File: src/rtl/mbrc_pkg.sv
package mbrc_pkg;

    localparam int MAX_REGS_DEF = 32;

    localparam logic [15:0] CRC_INIT = 16'hFFFF;
    localparam logic [15:0] CRC_POLY = 16'hA001;

    // Input queue between intake and execution
    localparam int QDEPTH = 4;
    localparam int QAW    = 2;

    // Result status codes
    localparam logic [1:0] ST_GOOD  = 2'd0;
    localparam logic [1:0] ST_CRC   = 2'd1;
    localparam logic [1:0] ST_SHORT = 2'd2;

    // Role of a byte within the reply frame
    typedef enum logic [1:0] {
        K_HEAD  = 2'd0,   // address and function code
        K_COUNT = 2'd1,   // byte count
        K_HIGH  = 2'd2,   // high byte of a register pair
        K_LOW   = 2'd3    // low byte of a register pair
    } t_kind;

    // One classified byte as it travels through the queue
    typedef struct packed {
        logic [7:0] data;
        logic       frame_end;
        t_kind      kind;
        logic [6:0] pair_idx;
        logic       short_frame;
    } t_beat;

    // Absorb one byte into a reflected CRC-16/MODBUS remainder
    function automatic logic [15:0] crc16_byte(input logic [15:0] crc, input logic [7:0] b);
        logic [15:0] c;
        c = crc ^ {8'h00, b};
        for (int k = 0; k < 8; k++) begin
            c = c[0] ? ((c >> 1) ^ CRC_POLY) : (c >> 1);
        end
        return c;
    endfunction

endpackage

File: src/rtl/mbrc_front.sv
module mbrc_front (
    input  logic              i_clk,
    input  logic              i_rst_n,
    input  logic              i_take,
    input  logic [7:0]        i_rx_byte,
    input  logic              i_frame_end,
    output mbrc_pkg::t_beat   o_beat
);

    logic [7:0] r_pos;
    logic [7:0] n_pos;
    logic [7:0] pos_m4;

    assign pos_m4 = r_pos - 8'd4;

    // Classify the byte by its position in the frame
    always_comb begin
        o_beat.data        = i_rx_byte;
        o_beat.frame_end   = i_frame_end;
        o_beat.pair_idx    = pos_m4[7:1];
        o_beat.short_frame = (r_pos < 8'd4);
        if (r_pos < 8'd2) begin
            o_beat.kind = mbrc_pkg::K_HEAD;
        end else if (r_pos == 8'd2) begin
            o_beat.kind = mbrc_pkg::K_COUNT;
        end else if (r_pos[0]) begin
            o_beat.kind = mbrc_pkg::K_HIGH;
        end else begin
            o_beat.kind = mbrc_pkg::K_LOW;
        end
    end

    always_comb begin
        n_pos = r_pos;
        if (i_take) begin
            if (i_frame_end) begin
                n_pos = 8'd0;
            end else if (r_pos != 8'hFF) begin
                n_pos = r_pos + 8'd1;
            end
        end
    end

    always_ff @(posedge i_clk) begin
        if (!i_rst_n) begin
            r_pos <= 8'd0;
        end else begin
            r_pos <= n_pos;
        end
    end

endmodule

File: src/rtl/mbrc_queue.sv
module mbrc_queue (
    input  logic              i_clk,
    input  logic              i_rst_n,
    input  logic              i_push,
    input  mbrc_pkg::t_beat   i_beat,
    input  logic              i_pop,
    output mbrc_pkg::t_beat   o_beat,
    output logic              o_full,
    output logic              o_empty
);

    mbrc_pkg::t_beat                r_q [mbrc_pkg::QDEPTH];
    logic [mbrc_pkg::QAW-1:0]       r_wp;
    logic [mbrc_pkg::QAW-1:0]       r_rp;
    logic [mbrc_pkg::QAW:0]         r_cnt;

    assign o_full  = (r_cnt == (mbrc_pkg::QAW+1)'(mbrc_pkg::QDEPTH));
    assign o_empty = (r_cnt == '0);
    assign o_beat  = r_q[r_rp];

    always_ff @(posedge i_clk) begin
        if (i_push) begin
            r_q[r_wp] <= i_beat;
        end
    end

    always_ff @(posedge i_clk) begin
        if (!i_rst_n) begin
            r_wp  <= '0;
            r_rp  <= '0;
            r_cnt <= '0;
        end else begin
            if (i_push) begin
                r_wp <= r_wp + 1'b1;
            end
            if (i_pop) begin
                r_rp <= r_rp + 1'b1;
            end
            r_cnt <= r_cnt + (mbrc_pkg::QAW+1)'(i_push) - (mbrc_pkg::QAW+1)'(i_pop);
        end
    end

    a_no_overflow: assert property (@(posedge i_clk) disable iff (!i_rst_n)
        o_full |-> !i_push)
        else $error("queue written while full");

    a_no_underflow: assert property (@(posedge i_clk) disable iff (!i_rst_n)
        o_empty |-> !i_pop)
        else $error("queue read while empty");

    a_count_step: assert property (@(posedge i_clk) disable iff (!i_rst_n)
        (i_push && !i_pop) |=> (r_cnt == $past(r_cnt) + 1'b1))
        else $error("queue count did not advance on push");

endmodule

File: src/rtl/mbrc_back.sv
module mbrc_back #(
    parameter int MAX_REGS = mbrc_pkg::MAX_REGS_DEF
) (
    input  logic                 i_clk,
    input  logic                 i_rst_n,
    input  logic                 i_check_en,
    input  mbrc_pkg::t_beat      i_beat,
    input  logic                 i_empty,
    output logic                 o_pop,
    output logic                 o_valid,
    output logic [1:0]           o_status,
    output logic                 o_has_value,
    output logic [4:0]           o_reg_index,
    output logic signed [15:0]   o_reg_value,
    output logic                 o_last
);

    localparam int AW = (MAX_REGS > 1) ? $clog2(MAX_REGS) : 1;
    localparam int CW = $clog2(MAX_REGS + 1);

    typedef enum logic [1:0] {
        S_RUN  = 2'b01,
        S_EMIT = 2'b10
    } t_bstate;

    t_bstate         r_state, n_state;
    logic [15:0]     r_crc, n_crc;
    logic [7:0]      r_cnt_byte, n_cnt_byte;
    logic [7:0]      r_held0, n_held0;
    logic [7:0]      r_held1, n_held1;
    logic [7:0]      r_pend, n_pend;
    logic [CW-1:0]   r_stored, n_stored;
    logic [CW-1:0]   r_emit_k, n_emit_k;
    logic [CW-1:0]   r_emit_cnt, n_emit_cnt;
    logic            r_out_vld, n_out_vld;
    logic [1:0]      r_out_status, n_out_status;
    logic            r_out_has, n_out_has;
    logic [CW-1:0]   r_out_idx, n_out_idx;
    logic            r_out_last, n_out_last;
    logic [15:0]     mem [MAX_REGS];
    logic [15:0]     r_mem_q;
    logic            wr;
    logic [CW-1:0]   stored_up;
    logic [CW-1:0]   k_next;
    logic            crc_bad;

    assign o_pop = (r_state == S_RUN) && !i_empty;

    always_comb begin
        n_state      = r_state;
        n_crc        = r_crc;
        n_cnt_byte   = r_cnt_byte;
        n_held0      = r_held0;
        n_held1      = r_held1;
        n_pend       = r_pend;
        n_stored     = r_stored;
        n_emit_k     = r_emit_k;
        n_emit_cnt   = r_emit_cnt;
        n_out_vld    = 1'b0;
        n_out_status = r_out_status;
        n_out_has    = r_out_has;
        n_out_idx    = r_out_idx;
        n_out_last   = r_out_last;
        wr           = 1'b0;
        stored_up    = r_stored;
        crc_bad      = 1'b0;
        k_next       = r_emit_k + CW'(1);

        case (r_state)
            S_RUN: begin
                if (o_pop) begin
                    // trailer window: the byte leaving it joins the CRC
                    if (i_beat.kind != mbrc_pkg::K_HEAD) begin
                        n_crc = mbrc_pkg::crc16_byte(r_crc, r_held0);
                    end
                    n_held0 = r_held1;
                    n_held1 = i_beat.data;
                    if (i_beat.kind == mbrc_pkg::K_COUNT) begin
                        n_cnt_byte = i_beat.data;
                    end
                    if (i_beat.kind == mbrc_pkg::K_HIGH) begin
                        n_pend = i_beat.data;
                    end
                    wr = (i_beat.kind == mbrc_pkg::K_LOW)
                         && (i_beat.pair_idx < r_cnt_byte[7:1])
                         && (r_stored < CW'(MAX_REGS));
                    stored_up = r_stored + CW'(wr);
                    n_stored  = stored_up;
                    crc_bad   = i_check_en && (n_crc != {n_held1, n_held0});

                    if (i_beat.frame_end) begin
                        n_out_has  = 1'b0;
                        n_out_idx  = '0;
                        n_out_last = 1'b1;
                        if (i_beat.short_frame) begin
                            n_out_vld    = 1'b1;
                            n_out_status = mbrc_pkg::ST_SHORT;
                        end else if (crc_bad) begin
                            n_out_vld    = 1'b1;
                            n_out_status = mbrc_pkg::ST_CRC;
                        end else if (stored_up == '0) begin
                            n_out_vld    = 1'b1;
                            n_out_status = mbrc_pkg::ST_GOOD;
                        end else begin
                            n_state    = S_EMIT;
                            n_emit_k   = '0;
                            n_emit_cnt = stored_up;
                        end
                        n_crc      = mbrc_pkg::CRC_INIT;
                        n_cnt_byte = 8'd0;
                        n_held0    = 8'd0;
                        n_held1    = 8'd0;
                        n_pend     = 8'd0;
                        n_stored   = '0;
                    end
                end
            end
            S_EMIT: begin
                n_out_vld    = 1'b1;
                n_out_status = mbrc_pkg::ST_GOOD;
                n_out_has    = 1'b1;
                n_out_idx    = r_emit_k;
                n_out_last   = (k_next == r_emit_cnt);
                n_emit_k     = k_next;
                if (k_next == r_emit_cnt) begin
                    n_state = S_RUN;
                end
            end
            default: begin
                n_state = S_RUN;
            end
        endcase
    end

    always_ff @(posedge i_clk) begin
        if (wr) begin
            mem[r_stored[AW-1:0]] <= {r_pend, i_beat.data};
        end
        r_mem_q <= mem[r_emit_k[AW-1:0]];
    end

    always_ff @(posedge i_clk) begin
        if (!i_rst_n) begin
            r_state    <= S_RUN;
            r_crc      <= mbrc_pkg::CRC_INIT;
            r_cnt_byte <= 8'd0;
            r_held0    <= 8'd0;
            r_held1    <= 8'd0;
            r_pend     <= 8'd0;
            r_stored   <= '0;
            r_emit_k   <= '0;
            r_emit_cnt <= '0;
            r_out_vld  <= 1'b0;
        end else begin
            r_state    <= n_state;
            r_crc      <= n_crc;
            r_cnt_byte <= n_cnt_byte;
            r_held0    <= n_held0;
            r_held1    <= n_held1;
            r_pend     <= n_pend;
            r_stored   <= n_stored;
            r_emit_k   <= n_emit_k;
            r_emit_cnt <= n_emit_cnt;
            r_out_vld  <= n_out_vld;
        end
    end

    always_ff @(posedge i_clk) begin
        r_out_status <= n_out_status;
        r_out_has    <= n_out_has;
        r_out_idx    <= n_out_idx;
        r_out_last   <= n_out_last;
    end

    assign o_valid     = r_out_vld;
    assign o_status    = r_out_status;
    assign o_has_value = r_out_has;
    assign o_reg_index = 5'(r_out_idx);
    assign o_reg_value = r_out_has ? signed'(r_mem_q) : 16'sd0;
    assign o_last      = r_out_last;

    a_err_shape: assert property (@(posedge i_clk) disable iff (!i_rst_n)
        (r_out_vld && (r_out_status != mbrc_pkg::ST_GOOD)) |-> (!r_out_has && r_out_last))
        else $error("error result carries a value or is not last");

    a_emit_no_pop: assert property (@(posedge i_clk) disable iff (!i_rst_n)
        (r_state == S_EMIT) |-> !o_pop)
        else $error("byte taken while emitting values");

    a_burst_unbroken: assert property (@(posedge i_clk) disable iff (!i_rst_n)
        (r_out_vld && !r_out_last) |=> r_out_vld)
        else $error("value burst broken before last");

    a_emit_in_range: assert property (@(posedge i_clk) disable iff (!i_rst_n)
        (r_state == S_EMIT) |-> (r_emit_k < r_emit_cnt))
        else $error("emit pointer past stored count");

endmodule

File: src/rtl/modbus_read_response_checker_core.sv
// Modbus RTU read-registers reply checker. Feed the reply one byte per beat
// (start high while busy is low) and flag the final byte with i_frame_end.
// A byte is accepted whenever the four-entry input queue has room; the
// execution side drains one byte per cycle while it is not emitting results,
// running CRC-16/MODBUS over everything but the two trailer bytes and storing
// register pairs. At frame end the block emits either one error/empty result
// or every stored value, one per cycle; the queue keeps accepting during that
// walk and busy rises only once it fills.
// Results appear for exactly one cycle under o_result_valid and cannot be
// held off, so the receiver must take them as they come. check_enable may
// only be written while no frame is in flight.
module modbus_read_response_checker_core #(
    parameter int MAX_REGS = mbrc_pkg::MAX_REGS_DEF
) (
    input  logic                i_clk,
    input  logic                i_rst_n,
    input  logic                start,
    output logic                busy,
    input  logic [7:0]          i_rx_byte,
    input  logic                i_frame_end,
    input  logic                i_cfg_we,
    input  logic                i_cfg_wdata,
    output logic                o_result_valid,
    output logic [1:0]          o_status,
    output logic                o_has_value,
    output logic [4:0]          o_reg_index,
    output logic signed [15:0]  o_reg_value,
    output logic                o_last
);

    logic              r_check_en;
    logic              take;
    logic              q_full;
    logic              q_empty;
    logic              pop;
    mbrc_pkg::t_beat   front_beat;
    mbrc_pkg::t_beat   head_beat;

    // Hold the CRC check enable; reset turns checking on
    always_ff @(posedge i_clk) begin
        if (!i_rst_n) begin
            r_check_en <= 1'b1;
        end else if (i_cfg_we) begin
            r_check_en <= i_cfg_wdata;
        end
    end

    // Accept a beat whenever the queue has room
    assign busy = q_full;
    assign take = start && !q_full;

    // Front: track frame position and classify each byte
    mbrc_front u_front (
        .i_clk       (i_clk),
        .i_rst_n     (i_rst_n),
        .i_take      (take),
        .i_rx_byte   (i_rx_byte),
        .i_frame_end (i_frame_end),
        .o_beat      (front_beat)
    );

    // Decouple intake from execution
    mbrc_queue u_queue (
        .i_clk   (i_clk),
        .i_rst_n (i_rst_n),
        .i_push  (take),
        .i_beat  (front_beat),
        .i_pop   (pop),
        .o_beat  (head_beat),
        .o_full  (q_full),
        .o_empty (q_empty)
    );

    // Back: CRC, pair decode, value store and result walk
    mbrc_back #(
        .MAX_REGS (MAX_REGS)
    ) u_back (
        .i_clk       (i_clk),
        .i_rst_n     (i_rst_n),
        .i_check_en  (r_check_en),
        .i_beat      (head_beat),
        .i_empty     (q_empty),
        .o_pop       (pop),
        .o_valid     (o_result_valid),
        .o_status    (o_status),
        .o_has_value (o_has_value),
        .o_reg_index (o_reg_index),
        .o_reg_value (o_reg_value),
        .o_last      (o_last)
    );

endmodule
File: config.mk
export PLATFORM = sky130hd
export DESIGN_NAME = modbus_read_response_checker_core
export DESIGN_NICKNAME = d
export VERILOG_FILES = /design/src/rtl/mbrc_pkg.sv /design/src/rtl/mbrc_front.sv /design/src/rtl/mbrc_queue.sv /design/src/rtl/mbrc_back.sv /design/src/rtl/modbus_read_response_checker_core.sv
export SDC_FILE = /design/constraint.sdc
export NUM_CORES = 1
export LEC_CHECK = 0
export ABC_AREA = 0
export BUFFER_PORTS_ARGS = -buffer_cell sky130_fd_sc_hd__buf_2
export CORE_MARGIN = 3
export CORE_UTILIZATION = 56
export CTS_CLUSTER_DIAMETER = 30
export DETAILED_ROUTE_END_ITERATION = 8
export GPL_TIMING_DRIVEN = 0
export PLACE_DENSITY_LB_ADDON = 0.25
export SETUP_SLACK_MARGIN = 0.4
export SKIP_CTS_REPAIR_TIMING = 1
export SLEW_MARGIN = 20
export SYNTH_ARGS = -nofsm -noshare
export SYNTH_HDL_FRONTEND = slang
export SYNTH_HIERARCHICAL = 1
export SYNTH_SLANG_ARGS = --single-unit
File: constraint.sdc
create_clock -name i_clk -period 5.6 [get_ports i_clk]
set_clock_uncertainty 0.15 [all_clocks]
set_input_delay 0.56 -clock i_clk [delete_from_list [all_inputs] [get_ports i_clk]]
set_output_delay 0.56 -clock i_clk [all_outputs]
set_load 0.005 [all_outputs]
==> flow_metrics.env <==
export IMPL_status="complete, no violations"
export IMPL_path_buf_inv=8
export IMPL_cts_reportedPaths_clkPinSlew_ps=50
export IMPL_total_power_uw=15820
export IMPL_clk_latency_ps=680
export IMPL_crit_top_cell="buf_8"
export IMPL_regToRegEndpoint="u_back/r_emit_k[4]"
export IMPL_grt_pass1_wl_um=98220
export IMPL_async_flop_share_pct=0
export IMPL_die_area_sq_mm=0.05303
export IMPL_irDropWorstVdd_uv=351.5
export IMPL_grt_total_usage_pct=25.05
export IMPL_fin_crit_ps=5240
export IMPL_min_to="u_queue/r_q[2][10]"
export IMPL_cts_tree="done"
export IMPL_r2r_slack_ps=360
export IMPL_die_h_um=230.3
export IMPL_final_setup_tns_ps=0
export IMPL_antenna_found_initial=1
export IMPL_diodes=0
export IMPL_min_path_cells=2
export IMPL_wl_um=65990
export IMPL_vias=15592
export IMPL_ys_ff_latch=699
export IMPL_yosysWarnings=6
export IMPL_end_kind="flop"
export IMPL_syn_instance_count=1529
export IMPL_arrival_ps=5680
export IMPL_synthDistinctLibCells=77
export IMPL_cp_top_family="simple AND/OR/NAND/NOR gates"
export IMPL_slew_limit_headroom_pct=28.45
export IMPL_grt_max_degree=36
export IMPL_syn_nets=1565
export IMPL_hp_start="i_frame_end"
export IMPL_grt_setup_unrepaired="true"
export IMPL_ys_flop_type="edfxtp_1"
export IMPL_h_tree_depth=3
export IMPL_crit_required_ps=6040
export IMPL_setup_viol=0
export IMPL_detail_route_vias_per_cell=6.156
export IMPL_yosysSeqAreaShare_pct=70.89
export IMPL_critical_path_class="reg2reg"
export IMPL_clockRootBuffer="clkbuf_16"
export IMPL_port_buffers=32
export IMPL_pre_cts_slack_ps=-1162
export IMPL_worst_path_max_fanout=10
export IMPL_use_met1_pct=33.52
export IMPL_yosys_cell_count_top_type="edfxtp_1"
export IMPL_initial_core_util_pct=57.07
export IMPL_final_nets=1801
export IMPL_grt_use_met2_pct=40.67
export IMPL_grt_pass1_vias=15753
export IMPL_wl_per_cell_um=26.05
export IMPL_synth_top_cell_area_share_pct=63.64
export IMPL_min_period_over_period_pct=93.57
export IMPL_netlist_top_cells_count="edfxtp_1 (597), mux4_2 (170), dfxtp_1 (102), nor2_1 (59), nand2_1 (55)"
export IMPL_drv_slew=0
export IMPL_globalRouteOverflowTotal=0
export IMPL_synth_edf_count=597
export IMPL_worst_pin_slew_ps=1073
export IMPL_cts_made_buffers=119
export IMPL_place_hpwl_um=41520
export IMPL_yosys_top_cells_area="edfxtp_1 (64%), mux4_2 (14%), dfxtp_1 (7.2%), xnor2_1 (1.3%), ha_1 (0.93%)"
export IMPL_ant_nets=0
export IMPL_synth_area_per_cell_sq_um=18.42
export IMPL_clockBufferDepth=3
export IMPL_num_rows=81
export IMPL_top_usage_layer="met2"
export IMPL_cpMaxStageDelayCell="or4_4"
export IMPL_clock_sinks=699
export IMPL_startpoint_type="flop"
export IMPL_max_cap_violations=0
export IMPL_setup_slack_ps=360.2
export IMPL_hold_class="in2reg"
export IMPL_leakage_uw=0.01116
export IMPL_gp_congestion=0.8501
export IMPL_use_met3_pct=5.488
export IMPL_final_hold_viol_count=0
export IMPL_drtIter0Drc=1581
export IMPL_area_delta_synth_final_pct=21.62
export IMPL_die_x_um=230.3
export IMPL_fp_coreArea_sq_mm=0.04936
export IMPL_netlist_area_sq_mm=0.02817
export IMPL_slowest_delay_ps=550
export IMPL_yosys_area_top_type="edfxtp_1"
export IMPL_dr_pass1_iters=5
export IMPL_top_level_ports=41
export IMPL_fmax_ghz=0.1908
export IMPL_drc=0
export IMPL_ff2ff_path_depth=25
export IMPL_p_per_area_mw_per_mm2=461.7
export IMPL_drive_gt1_share_pct=32.16
[per-stage QoR]
stage / util (%) / instances / instance area (sq um) / hold slack [ps]
6_report: 69.41 / 2533 / 34260 / 113.5
5_1_grt: 69.41 / 2533 / 34260 / 120.2
4_1_cts: 68.54 / 2504 / 33830 / -90.68
3_5_place_dp: 60.30 / 2279 / 29760 / 331.7
3_3_place_gp: 59.08 / 2225 / 29160 / 324.9
2_1_floorplan: - / 1529 / 28170 / 305.5
[layout make-up]
type                    instances  area, sq um
flip-flops and latches        699        19980
plain buffers                 102        541.8
well taps                     664        830.8
repair buffers                115        874.6
multi-input cells             695         7841
inverters                      33        123.9
fillers                      3059        15100
clock buffers                 132         3089
clock inverters                93        978.4
[worst register-to-register path, stage by stage (launching register included)]
cell and delay (ps):
dfxtp_2 350, buf_8 130, buf_4 120, buf_4 110, buf_12 140, mux4_2 530
ha_1 300, o21ai_1 70, nand2b_1 80, a21oi_2 190, o2111ai_4 210, buf_8 190
inv_2 50, ha_4 150, ha_4 170, nand3_4 110, xnor2_4 180, or4_4 550
o31ai_4 270, nor2_1 60, or4b_1 170, o21a_1 130, buf_6 150, buf_8 130
nand3_1 180, a31oi_4 260
[report_power, final]
group	switching (uW)	internal, uW	total, uW
clock	2560	4560	7120
combinational	1470	802	2270
sequential	222	6210	6430
[worst max-delay path by stage]
| stage | end | depth (start not counted) |
|---|---|---|
| 2_1_floorplan | u_back/r_emit_cnt[2] | 25 |
| 3_3_place_gp | u_back/r_emit_cnt[3] | 24 |
| 3_5_place_dp | u_back/r_emit_k[4] | 24 |
| 4_1_cts | u_back/r_emit_k[4] | 24 |
| 5_1_grt | u_back/r_emit_k[4] | 25 |
| 6_report | u_back/r_emit_k[4] | 25 |
[placed cells by master, fill, tap and decap left out, drive strengths merged, types with 4 or more instances in the layout]
cell	netlist	final
nor4	5	5
nor3	41	41
or3	4	4
nor3b	11	11
o211ai	7	7
xnor2	42	42
dlygate4sd3	0	10
clkinvlp	0	21
nand2b	5	5
o21ai	10	10
clkbuf	53	184
and2	29	29
bufinv	0	12
nand4	11	11
nand3	26	26
or4	9	9
ha	21	21
clkinv	0	50
dfxtp	102	102
edfxtp	597	597
a31oi	7	7
mux4	179	179
nand2	55	55
mux2i	13	13
inv	33	43
xor2	12	12
mux2	16	16
nand3b	7	7
buf	49	155
nor2b	15	15
a21oi	38	38
a22oi	19	19
nor2	59	59
[registers in the layout, summed over array words and instances (netlist names), 6 cells and up, named ones only]
register and flops:
u_queue/r_q 76, u_back/r_crc 16, u_back/r_mem_q 16, u_back/r_held1 8, u_back/mem 512, u_back/r_cnt_byte 7
u_back/r_held0 8, u_back/r_emit_k 6, u_back/r_stored 6, u_front/r_pos 8, u_back/r_emit_cnt 6, u_back/r_pend 8
[logic make-up (layout without fill, tap and decap cells)]
family / after synthesis / after routing / share of synthesized area [%]
fa+ha+maj: 22 / 22 / 1.004
buf+inv: 135 / 475 / 2.261
compound gates: 115 / 115 / 2.745
simple gates: 291 / 291 / 5.423
flops: 699 / 699 / 70.89
xor+xnor: 59 / 59 / 2.145
mux: 208 / 208 / 15.53
[layer usage]
metal | vias up | share of wire [%]
met5 | - | 0
met4 | 0 | 3.4
met3 | 152 | 8.1
met2 | 780 | 50
met1 | 8019 | 39
li1 | 6641 | -
Note: power is estimated with default switching activity, not from simulation.
